==> config.mk <==
export PLATFORM = sky130hd
export DESIGN_NAME = golden_section_coordinate_search
export DESIGN_NICKNAME = d
export VERILOG_FILES = /design/src/rtl/core/gscs_pkg.sv /design/src/rtl/core/gscs_engine.sv /design/src/rtl/core/gscs_result_fifo.sv /design/src/rtl/core/golden_section_coordinate_search.sv
export SDC_FILE = /design/constraint.sdc
export NUM_CORES = 1
export LEC_CHECK = 0
export ABC_CLOCK_PERIOD_IN_PS = 39000
export BUFFER_PORTS_ARGS = -buffer_cell sky130_fd_sc_hd__buf_2
export CAP_MARGIN = 20
export CORE_ASPECT_RATIO = 1.1
export CORE_MARGIN = 1
export CORE_UTILIZATION = 31
export CTS_CLUSTER_SIZE = 40
export DETAILED_ROUTE_END_ITERATION = 6
export REMOVE_ABC_BUFFERS = 1
export SYNTH_ARGS = -nofsm -noshare
export SYNTH_HDL_FRONTEND = slang
export SYNTH_SLANG_ARGS = --single-unit
export TNS_END_PERCENT = 100
==> constraint.sdc <==
create_clock -name clock -period 39 [get_ports clock]
set_input_delay 0 -clock clock [delete_from_list [all_inputs] [get_ports clock]]
set_output_delay 0 -clock clock [all_outputs]
set_load 0.1 [all_outputs]
==> src/rtl/core/gscs_pkg.sv <==
// Shared types and constants of the golden-section coordinate search.
`default_nettype none

package gscs_pkg;

   localparam int FRAC_BITS  = 16;
   localparam int VALUE_W    = 17;
   localparam int IDX_W      = 8;
   localparam int COUNT_W    = 9;
   localparam int FIT_W      = 32;
   localparam int MAX_COORDS = 256;

   localparam logic [COUNT_W-1:0] MAX_COUNT = COUNT_W'(MAX_COORDS);
   localparam logic [VALUE_W-1:0] ONE_Q     = VALUE_W'(64'd1 << FRAC_BITS);
   // floor(0.6180339887 * 2^FRAC_BITS)
   localparam logic [FRAC_BITS-1:0] GOLD    = FRAC_BITS'(64'd2654435769 >> (32 - FRAC_BITS));
   // first inner points of [0, 1.0]
   localparam logic [VALUE_W-1:0] INIT_HIGH = VALUE_W'(GOLD);
   localparam logic [VALUE_W-1:0] INIT_LOW  =
      VALUE_W'((64'(GOLD) * 64'(GOLD)) >> FRAC_BITS);
   localparam logic [VALUE_W-1:0] TOL_RESET = VALUE_W'(66);

   localparam logic FUNC_START   = 1'b0;
   localparam logic FUNC_FITNESS = 1'b1;
   localparam logic KIND_PROBE   = 1'b0;
   localparam logic KIND_SETTLED = 1'b1;

   typedef enum logic [1:0] {
      PH_FIRST_LOW,
      PH_FIRST_HIGH,
      PH_NEW_LOW,
      PH_NEW_HIGH
   } phase_type;

   typedef struct packed {
      logic               kind;
      logic [IDX_W-1:0]   coord_index;
      logic [VALUE_W-1:0] value;
      logic               last;
   } result_type;

   typedef struct packed {
      logic               busy;
      phase_type          phase;
      logic [IDX_W-1:0]   coord;
      logic [COUNT_W-1:0] total;
   } status_type;

endpackage

`default_nettype wire

==> src/rtl/core/gscs_engine.sv <==
// Search state and single-pass update for one input item.
`default_nettype none

module gscs_engine (
   input  wire logic                          clock,
   input  wire logic                          reset,
   input  wire logic                          item_valid,
   input  wire logic                          item_func,
   input  wire logic [gscs_pkg::COUNT_W-1:0]  item_count,
   input  wire logic [gscs_pkg::FIT_W-1:0]    item_fitness,
   input  wire logic                          csr_wr_en,
   input  wire logic [gscs_pkg::VALUE_W-1:0]  csr_wr_data,
   output gscs_pkg::result_type               push_a,
   output gscs_pkg::result_type               push_b,
   output logic [1:0]                         push_count,
   output gscs_pkg::status_type               status
);
   import gscs_pkg::*;

   logic [VALUE_W-1:0]      tol_ff;
   logic                    busy_ff, busy_in;
   phase_type               phase_ff, phase_in;
   logic [IDX_W-1:0]        coord_ff, coord_in;
   logic [COUNT_W-1:0]      total_ff, total_in;
   logic [VALUE_W-1:0]      low_ff, low_in, high_ff, high_in;
   logic [VALUE_W-1:0]      ilow_ff, ilow_in, ihigh_ff, ihigh_in;
   logic signed [FIT_W-1:0] flow_ff, flow_in, fhigh_ff, fhigh_in;

   logic signed [FIT_W-1:0] fit;
   logic signed [FIT_W-1:0] flow_eff, fhigh_eff;
   logic                    do_start, do_first, do_adv;
   logic                    settle, drop_upper, final_coord;
   logic [VALUE_W-1:0]      width, tol_eff;
   logic [VALUE_W-1:0]      gp_a, gp_b, gp_diff, gp;
   logic [VALUE_W+FRAC_BITS-1:0] gp_prod;
   logic [IDX_W-1:0]        coord_next;

   assign fit = $signed(item_fitness);

   assign do_start = item_valid && (item_func == FUNC_START) && !busy_ff
                     && (item_count != '0);
   assign do_first = item_valid && (item_func == FUNC_FITNESS) && busy_ff
                     && (phase_ff == PH_FIRST_LOW);
   assign do_adv   = item_valid && (item_func == FUNC_FITNESS) && busy_ff
                     && (phase_ff != PH_FIRST_LOW);

   // the fresh score replaces whichever inner score the phase waits for
   always_comb begin
      flow_eff  = flow_ff;
      fhigh_eff = fhigh_ff;
      if (phase_ff == PH_NEW_LOW) begin
         flow_eff = fit;
      end else begin
         fhigh_eff = fit;
      end
   end

   assign width       = (high_ff > low_ff) ? (high_ff - low_ff) : '0;
   assign tol_eff     = (tol_ff == '0) ? VALUE_W'(1) : tol_ff;
   assign settle      = (width <= tol_eff);
   assign drop_upper  = (flow_eff > fhigh_eff);
   assign final_coord = ({1'b0, coord_ff} + COUNT_W'(1)) >= total_ff;
   assign coord_next  = coord_ff + IDX_W'(1);

   // one shared golden-point unit: settle on [ilow, ihigh], shrink upper on
   // [low, ilow], shrink lower on [ilow, high]
   always_comb begin
      if (settle) begin
         gp_a = ilow_ff;
         gp_b = ihigh_ff;
      end else if (drop_upper) begin
         gp_a = low_ff;
         gp_b = ilow_ff;
      end else begin
         gp_a = ilow_ff;
         gp_b = high_ff;
      end
   end

   assign gp_diff = (gp_b > gp_a) ? (gp_b - gp_a) : '0;
   assign gp_prod = (VALUE_W+FRAC_BITS)'(GOLD) * (VALUE_W+FRAC_BITS)'(gp_diff);
   assign gp      = gp_a + gp_prod[FRAC_BITS +: VALUE_W];

   // next state
   always_comb begin
      busy_in  = busy_ff;
      phase_in = phase_ff;
      coord_in = coord_ff;
      total_in = total_ff;
      low_in   = low_ff;
      high_in  = high_ff;
      ilow_in  = ilow_ff;
      ihigh_in = ihigh_ff;
      flow_in  = flow_ff;
      fhigh_in = fhigh_ff;
      if (do_start) begin
         total_in = (item_count > MAX_COUNT) ? MAX_COUNT : item_count;
         coord_in = '0;
         busy_in  = 1'b1;
         low_in   = '0;
         high_in  = ONE_Q;
         ihigh_in = INIT_HIGH;
         ilow_in  = INIT_LOW;
         phase_in = PH_FIRST_LOW;
      end else if (do_first) begin
         flow_in  = fit;
         phase_in = PH_FIRST_HIGH;
      end else if (do_adv) begin
         flow_in  = flow_eff;
         fhigh_in = fhigh_eff;
         if (settle) begin
            if (final_coord) begin
               busy_in  = 1'b0;
               phase_in = PH_FIRST_LOW;
            end else begin
               coord_in = coord_next;
               low_in   = '0;
               high_in  = ONE_Q;
               ihigh_in = INIT_HIGH;
               ilow_in  = INIT_LOW;
               phase_in = PH_FIRST_LOW;
            end
         end else if (drop_upper) begin
            high_in  = ihigh_ff;
            ihigh_in = ilow_ff;
            fhigh_in = flow_eff;
            ilow_in  = gp;
            phase_in = PH_NEW_LOW;
         end else begin
            low_in   = ilow_ff;
            ilow_in  = ihigh_ff;
            flow_in  = fhigh_eff;
            ihigh_in = gp;
            phase_in = PH_NEW_HIGH;
         end
      end
   end

   // results
   always_comb begin
      push_count = 2'd0;
      push_a     = '{kind: KIND_PROBE, coord_index: coord_ff, value: gp, last: 1'b0};
      push_b     = '{kind: KIND_PROBE, coord_index: coord_next, value: INIT_LOW,
                     last: 1'b0};
      if (do_start) begin
         push_count = 2'd1;
         push_a     = '{kind: KIND_PROBE, coord_index: '0, value: INIT_LOW, last: 1'b0};
      end else if (do_first) begin
         push_count = 2'd1;
         push_a.value = ihigh_ff;
      end else if (do_adv) begin
         if (settle) begin
            push_a.kind = KIND_SETTLED;
            push_a.last = final_coord;
            push_count  = final_coord ? 2'd1 : 2'd2;
         end else begin
            push_count = 2'd1;
         end
      end
   end

   assign status = '{busy: busy_ff, phase: phase_ff, coord: coord_ff, total: total_ff};

   always_ff @(posedge clock) begin
      if (reset) begin
         tol_ff   <= TOL_RESET;
         busy_ff  <= 1'b0;
         phase_ff <= PH_FIRST_LOW;
         coord_ff <= '0;
         total_ff <= '0;
      end else begin
         if (csr_wr_en) begin
            tol_ff <= csr_wr_data;
         end
         busy_ff  <= busy_in;
         phase_ff <= phase_in;
         coord_ff <= coord_in;
         total_ff <= total_in;
      end
   end

   always_ff @(posedge clock) begin
      low_ff   <= low_in;
      high_ff  <= high_in;
      ilow_ff  <= ilow_in;
      ihigh_ff <= ihigh_in;
      flow_ff  <= flow_in;
      fhigh_ff <= fhigh_in;
   end

endmodule

`default_nettype wire

==> src/rtl/core/gscs_result_fifo.sv <==
// Four-entry result queue taking up to two results per cycle.
`default_nettype none

module gscs_result_fifo (
   input  wire logic          clock,
   input  wire logic          reset,
   input  wire gscs_pkg::result_type push_a,
   input  wire gscs_pkg::result_type push_b,
   input  wire logic [1:0]    push_count,
   output logic               room_for_two,
   output logic               out_valid,
   input  wire logic          out_ready,
   output gscs_pkg::result_type out_item
);
   import gscs_pkg::*;

   localparam int DEPTH = 4;
   localparam int PTR_W = $clog2(DEPTH);

   result_type         mem_ff [DEPTH];
   logic [PTR_W-1:0]   wr_ptr_ff, wr_ptr_in, rd_ptr_ff, rd_ptr_in;
   logic [PTR_W:0]     count_ff, count_in;
   logic               pop;
   logic [PTR_W-1:0]   wr_ptr_b;

   assign out_valid    = (count_ff != '0);
   assign out_item     = mem_ff[rd_ptr_ff];
   assign pop          = out_valid && out_ready;
   assign room_for_two = (count_ff <= (PTR_W+1)'(DEPTH - 2));
   assign wr_ptr_b     = wr_ptr_ff + PTR_W'(1);

   assign wr_ptr_in = wr_ptr_ff + PTR_W'(push_count);
   assign rd_ptr_in = rd_ptr_ff + PTR_W'(pop);
   assign count_in  = count_ff + (PTR_W+1)'(push_count) - (PTR_W+1)'(pop);

   always_ff @(posedge clock) begin
      if (reset) begin
         wr_ptr_ff <= '0;
         rd_ptr_ff <= '0;
         count_ff  <= '0;
      end else begin
         wr_ptr_ff <= wr_ptr_in;
         rd_ptr_ff <= rd_ptr_in;
         count_ff  <= count_in;
      end
   end

   always_ff @(posedge clock) begin
      if (push_count != 2'd0) begin
         mem_ff[wr_ptr_ff] <= push_a;
      end
      if (push_count == 2'd2) begin
         mem_ff[wr_ptr_b] <= push_b;
      end
   end

endmodule

`default_nettype wire

==> src/rtl/core/golden_section_coordinate_search.sv <==
// Top level: input register, search engine and result queue.
`default_nettype none

// Coordinate-wise golden-section maximizer. Send a start transfer (tuser 0)
// with the coordinate count; the block answers with probe points (tuser 0)
// that an outside evaluator scores and returns as fitness transfers
// (tuser 1), one per probe. When a coordinate's interval is within the
// tolerance, a settled value (tuser 1) follows, tlast on the final one.
// Each input transfer is registered and handled by a single golden-point
// multiplier, so an item can be taken every cycle while the queue has room
// for two results; results drain through a four-entry queue at one per
// cycle while rsp_tready is high, and a response that settles a non-final
// coordinate yields two results (settled value, then the next coordinate's
// first probe). Results come through the input register, then the queue;
// transfers that do not fit the current phase are dropped without a result.
module golden_section_coordinate_search (
   input  wire logic                          clock,
   input  wire logic                          reset,
   input  wire logic                          req_tvalid,
   output logic                               req_tready,
   // [8:0] coord_count, [40:9] fitness, [47:41] zero
   input  wire logic [47:0]                   req_tdata,
   // [0] func
   input  wire logic                          req_tuser,
   output logic                               rsp_tvalid,
   input  wire logic                          rsp_tready,
   // [7:0] coord_index, [24:8] value, [31:25] zero
   output logic [31:0]                        rsp_tdata,
   // [0] kind
   output logic                               rsp_tuser,
   output logic                               rsp_tlast,
   input  wire logic                          csr_wr_en,
   input  wire logic [gscs_pkg::VALUE_W-1:0]  csr_wr_data
);
   import gscs_pkg::*;

   logic               in_valid_ff, in_valid_in;
   logic               in_func_ff;
   logic [COUNT_W-1:0] in_count_ff;
   logic [FIT_W-1:0]   in_fit_ff;
   logic               room_for_two;
   logic               in_fire;
   logic               req_xfer;
   result_type         push_a, push_b, out_item;
   logic [1:0]         push_count;
   status_type         status;

   assign in_fire    = in_valid_ff && room_for_two;
   assign req_tready = !in_valid_ff || room_for_two;
   assign req_xfer   = req_tvalid && req_tready;
   assign in_valid_in = req_xfer || (in_valid_ff && !in_fire);

   always_ff @(posedge clock) begin
      if (reset) begin
         in_valid_ff <= 1'b0;
      end else begin
         in_valid_ff <= in_valid_in;
      end
   end

   always_ff @(posedge clock) begin
      if (req_xfer) begin
         in_func_ff  <= req_tuser;
         in_count_ff <= req_tdata[COUNT_W-1:0];
         in_fit_ff   <= req_tdata[COUNT_W +: FIT_W];
      end
   end

   gscs_engine u_engine (
      .clock        (clock),
      .reset        (reset),
      .item_valid   (in_fire),
      .item_func    (in_func_ff),
      .item_count   (in_count_ff),
      .item_fitness (in_fit_ff),
      .csr_wr_en    (csr_wr_en),
      .csr_wr_data  (csr_wr_data),
      .push_a       (push_a),
      .push_b       (push_b),
      .push_count   (push_count),
      .status       (status)
   );

   gscs_result_fifo u_fifo (
      .clock        (clock),
      .reset        (reset),
      .push_a       (push_a),
      .push_b       (push_b),
      .push_count   (push_count),
      .room_for_two (room_for_two),
      .out_valid    (rsp_tvalid),
      .out_ready    (rsp_tready),
      .out_item     (out_item)
   );

   assign rsp_tdata = {7'd0, out_item.value, out_item.coord_index};
   assign rsp_tuser = out_item.kind;
   assign rsp_tlast = out_item.last;

`ifndef SYNTH
   a_last_only_on_settled: assert property (@(posedge clock) disable iff (reset)
      rsp_tvalid && rsp_tlast |-> rsp_tuser == KIND_SETTLED)
      else $error("tlast on a probe result");

   a_idle_phase: assert property (@(posedge clock) disable iff (reset)
      !status.busy |-> status.phase == PH_FIRST_LOW)
      else $error("idle with a search phase pending");

   a_coord_in_range: assert property (@(posedge clock) disable iff (reset)
      status.busy |-> ({1'b0, status.coord} < status.total))
      else $error("coordinate index beyond count");

   a_no_push_idle: assert property (@(posedge clock) disable iff (reset)
      !in_fire |-> push_count == 2'd0)
      else $error("result pushed without an item");
`endif

endmodule

`default_nettype wire
# [Word-level counts from Yosys, hierarchy flattened]
# Memories as Yosys holds them, arrays and structs flattened. A register that Yosys moved wholly into a read port is not among the register bits.
# Index checks and enable logic that the tools add are counted.
[totals] ram_bits=108 out_inout_bits=36 latchBits=0 regBits=219 wordCells=136 mem_count=1 in_bits=71 rom_bits=0
[op_classes] order_cmp=7 n_addsub=10 n_div=0 n_shift=0 n_mul=1 mux=55 eq_ne=4 n_reduce_logical=35 bitwise_logic=4
[memory_table] name="u_fifo.mem_ff" words=4 word_bits=27 rd=1 rd_ports_with_merged_regs=1 write_ports=2 line_no="gscs_result_fifo.sv:20" rtl="result_type mem_ff [DEPTH];"
[ops] op="$mux 17" count=19
[ops] op="$mux 32" count=7
[ops] op="$gt 17x17->1" count=2
[ops] op="$sub 17x17->17" count=2
[ops] op="$mul 16x17->33 const A" count=1
[ops] op="$gt 32x32->1" count=1
[ops] op="$mux 1" count=19
[ops] op="$mux 18" count=1
[ops] op="$add 17x17->17" count=1
[ops] op="$le 17x17->1" count=1
[ops] op="$logic_not 17->1" count=1
[ops] op="$mux 2" count=7
[ops] op="$reduce_bool 2->1" count=7
[ops] op="$reduce_and 4->1" count=3
[ops] op="$logic_and 1x1->1" count=11
[ops] op="$add 8x1->9 const B" count=1
[ops] op="$ge 9x9->1" count=1
[ops] op="$gt 9x9->1 const B" count=1
[ops] op="$mux 9" count=1
[ops] op="$reduce_bool 9->1" count=1
[ops] op="$add 8x1->8 const B" count=1
[ops] op="$mux 8" count=1
[ops] op="$reduce_and 3->1" count=2
[ops] op="$eq 2x2->1 const B" count=2
[ops] op="other kinds (16)" count=22

# [Depth between registers and ports, before layout]
[logic_depth] ltp_word=11 mapped_depth=67 depth_no_buf=64

# [Modules after synthesis]
# Synthesis repeated with hierarchy kept, for this count alone.
[hier_totals] hier_cells=2365 area_unflattened_um2=24385.9
[modules_own_cells] module="gscs_engine" cells_per_inst=1998 area_each_um2=17325.4 seq_area_each_um2=4023.9 instances=1
[modules_own_cells] module="gscs_result_fifo" cells_per_inst=311 area_each_um2=5680.4 seq_area_each_um2=3383.2 instances=1
[modules_own_cells] module="golden_section_coordinate_search" cells_per_inst=56 area_each_um2=1380.1 seq_area_each_um2=1281.2 instances=1

# [Worst setup path after synthesis]
# Ideal clock, no wire load.
[synth_timing] kind="register -> register" start="reg u_engine.high_ff[0]" end="mem u_fifo.mem_ff[0][17] (netlist name)" slack_ps=24921 stages_incl_launch_ff=64 n_path_buf=4 synth_period_minus_slack_ps=14079 t_arrival_ps=13953 required_time_ps=38875 path_cell_list="dfxtp_1 -> inv_1 -> ha_1 -> inv_1 -> fa_1 -> a21o_1 -> a21o_1 -> a2111oi_0 -> o31ai_1 -> a31oi_1 -> a21oi_1 -> a31oi_1 -> xor2_1 -> nor2_1 -> ha_1 -> nand4_1 -> a2111oi_0 -> o21ai_1 -> (+28 left out) -> a21oi_1 -> o21ai_0 -> a21oi_1 -> o31ai_2 -> a41o_1 -> a21oi_1 -> o21ai_0 -> xor2_1 -> ha_1 -> a21oi_1 -> nor3b_1 -> o2111a_1 -> o211ai_1 -> and3b_1 -> a21oi_1 -> nor2_1 -> and3_1 -> o41a_1"
[synth_rtl] item="start: declaration" line_no="gscs_engine.sv:25" rtl="logic [VALUE_W-1:0] low_ff, low_in, high_ff, high_in;"
[synth_rtl] item="start signal: assignment" line_no="gscs_engine.sv:184" rtl="high_ff <= high_in;"
[synth_rtl] item="end: declaration" line_no="gscs_result_fifo.sv:20"

==> results.ini <==
[outcome]
status = complete, no violations

[floorplanning]
die_area_um2 = 78900
dieHeight_um = 295
die_w_um = 268
floorplan.initialDensity = 0.315
io_pins = 107
core.rowCount = 106
core_um2 = 76500

[final_layout]
post_layout_nonfiller_instances = 3699
fill_cells = 7704
seqCellArea_um2 = 7930
fin_util = 0.362
nets = 3068
multi_input_area_um2 = 14600
drive_gt1_frac = 0.107
stdcell_area_um2 = 27700
syn_to_final_growth_pct = 14.8
n_antenna_cell = 0

[timing]
clock_skew_ns = 0.0366
min_period_ns = 16.52
fin_crit_sh = 0.424
rsz0062_at_grt = no
timing.final.hold_violations = 0
setup_violations = 0
fin_setup_tns_ns = 0
worst_pin_slew_ns = 1.04
max_slew_margin = 0.304
fmax_ghz = 0.0605
report.final.slew_viol_count = 0

[logic_synthesis]
yosysSeqAreaShare = 0.329
postSynthCellCount = 2521
synth_top_family_by_area = adder cells
synth_ff_type = dfxtp_1
synth-simple-area-share = 0.106
synthTopCellsByArea = edfxtp_1 (17%), dfxtp_1 (16%), ha_1 (13%)
muxShareOfSynthArea = 0.108
synth_area_per_cell_um2 = 9.57
synthAdderAreaFrac = 0.217
synth_warnings = 0
ys_async_sr_fraction = 0
synth_compound_area_frac = 0.148
yosysTopAreaCellShare = 0.172
synth_edf_count = 138
synth-xor-area-share = 0.0229
yosys.area.top_type = edfxtp_1
synth.distinct_cells = 79
yosys_register_bits = 327
syn-cell-area_um2 = 24100

[min_path]
whs_path_depth = 4
holdCritStartpoint = rsp_tready
min_to = u_fifo.rd_ptr_ff[0]$_SDFF_PP0_
hp-class = input port to flop

[global_route]
grt.total_usage = 0.157
overflow = 0
antenna_found_initial = 1
grt_pass1_vias = 18400
grt_start_max_net_pins = 74
grt_pass1_wl_um = 98800

[critical_path]
arrival_ns = 16.96
r2r-end = u_fifo.mem_ff[1][17]$_SDFFE_PP0P_
crit_path_start_kind = flop
slowest_stage = o31a_1
criticalPathCategory = flop to flop
max_stage_delay_ns = 0.78
timing.rr.start = u_engine.low_ff[1]$_SDFFE_PP0P_
timing.reg2reg.setup_slack_ns = 22.48
worstSetupEndpointType = flop
cpMostUsedCell = ha_1
path_max_fanout = 37
ff2ff_path_depth = 58
critPathRequiredTime_ns = 39.45

[drt]
first_iter_violations = 999
drt_wl_total_um = 61400
vias = 18400
drc = 0
viasPerCell = 4.98
first_pass_iters = 5
ant_nets = 0
drt-wirelength-per-cell_um = 16.6

[placement]
hpwl_um = 43900
port_buffers = 92
placed_cells = 3553
dpl-instance-area_um2 = 25700
routabilityCongestion = 0.851

[clock_network]
clockBufferDepth = 3
path_clk_slew_ns = 0.06
cts-root-buf = clkbuf_16
postCtsSetupRepairBufs = 0
numClockSinks = 327
clkLatencyLatePin_ns = 0.56
htree_levels = 2
cts_tree = yes
cts_resized = 0
cts_buffers = 37

[run]
cap_violations = 0

-- timing repair --
item                       4_1_cts  5_1_grt
hold buffers                    77        0
hold endpoints to repair        69        0
setup endpoints to repair        0        0
-- synth_stat cells, drive strengths merged, types with 5 or more instances --
master	number
a211oi	12
a21boi	6
a21o	36
a21oi	143
a22oi	26
a2bb2oi	10
a31oi	12
and2	19
and3	15
buf	29
clkbuf	92
dfxtp	189
edfxtp	138
fa	110
ha	243
inv	303
mux2	49
mux2i	144
mux4	27
nand2	132
nand2b	17
nand3	54
nand4	35
nor2	199
nor2b	17
nor3	22
nor3b	6
nor4	13
o211ai	12
o21a	17
o21ai	221
o21bai	5
o22ai	28
o2bb2ai	6
o31ai	10
or3	11
xnor2	35
xor2	28
-- per-stage QoR --
step | hold WS, ns | setup WS, ns
final | 0.0190 | 22.48
after CTS | 0.00432 | 22.51
after global placement | 0.177 | 22.63
after global routing | 0.0456 | 21.10
after floorplan | 0.0667 | 20.37
after detailed placement | 0.178 | 22.59
-- cells by family after synthesis --
logic type / Yosys count
AOI/OAI and AO/OA: 582
xor gates and xnor gates: 63
adders and majority gates: 353
buffers and inverters: 424
DFF: 327
muxes: 220
other: 1
and+or+nand+nor: 551
-- how the worst max path moves through the flow --
stage,startpoint,endpoint,slack [ns]
2_1_floorplan,u_engine.phase_ff[1]$_SDFFE_PP0P_,u_engine.ilow_ff[16]$_SDFFE_PP0P_,20.37
3_3_place_gp,u_engine.low_ff[1]$_SDFFE_PP0P_,u_fifo.mem_ff[1][17]$_SDFFE_PP0P_,22.63
3_5_place_dp,u_engine.low_ff[1]$_SDFFE_PP0P_,u_fifo.mem_ff[1][17]$_SDFFE_PP0P_,22.59
4_1_cts,u_engine.low_ff[1]$_SDFFE_PP0P_,u_fifo.mem_ff[1][17]$_SDFFE_PP0P_,22.51
5_1_grt,u_engine.high_ff[0]$_SDFFE_PP0P_,u_fifo.mem_ff[1][17]$_SDFFE_PP0P_,21.10
6_report,u_engine.low_ff[1]$_SDFFE_PP0P_,u_fifo.mem_ff[1][17]$_SDFFE_PP0P_,22.48
-- metal layers --
layer  wire, um  up-vias  track usage
met4       1420        2       0.0400
met2      29600      383        0.270
met1      27600     8823        0.207
met5          7        -            0
li1           -     9133            -
met3       2790       91       0.0185
-- cell type report --
cell class                      count  area share
Clock buffer                       49      0.0351
Inverter                          303      0.0411
Sequential cell                   327       0.286
Timing Repair Buffer              199      0.0531
Multi-Input combinational cell   1776       0.529
Clock inverter                     19     0.00895
Tap cell                         1026      0.0464
-- critical path: cells and delay by family, from the launching register on --
kind                       cells  cell delay (ns)
adders and majority gates     11             4.21
xor gates and xnor gates       1             0.24
DFF                            1             0.33
buffers and inverters          7             0.83
and+or+nand+nor               11             2.64
AOI/OAI and AO/OA             28             8.09
-- placed cells by master, fill, tap and decap left out, types with 10 or more instances in the layout --
cell	n
inv_1	303
ha_1	243
o21ai_0	214
nor2_1	198
dfxtp_1	188
mux2i_1	144
a21oi_1	140
edfxtp_1	138
nand2_1	131
fa_1	110
buf_2	92
dlygate4sd3_1	77
nand3_1	54
mux2_2	47
clkbuf_16	37
a21o_1	36
nand4_1	35
xnor2_1	35
buf_4	29
xor2_1	28
o22ai_1	28
mux4_2	27
a22oi_1	26
nor3_1	19
nand2b_1	17
and2_1	17
o21a_1	16
and3_1	15
nor2b_1	15
a211oi_1	12
a31oi_1	12
nor4_1	12
clkbuf_1	12
or3_1	11
o211ai_1	11
a2bb2oi_1	10
-- flip-flops by register name, indices dropped and copies added, names as in the netlist, 2 cells and up --
register and count:
in_fit_ff 32, u_engine.ilow_ff 17, u_engine.flow_ff 32, u_fifo.count_ff 3, u_fifo.mem_ff 108, u_engine.high_ff 17
u_fifo.rd_ptr_ff 2, u_engine.ihigh_ff 17, u_engine.tol_ff 17, u_engine.coord_ff 8, u_engine.total_ff 9, in_count_ff 9
u_engine.fhigh_ff 32, u_engine.low_ff 17, u_fifo.wr_ptr_ff 2, u_engine.phase_ff 2
Power is left out: the tool's default activity adds up to more than one toggle a clock period on the data nets, which glitch-free logic cannot reach.
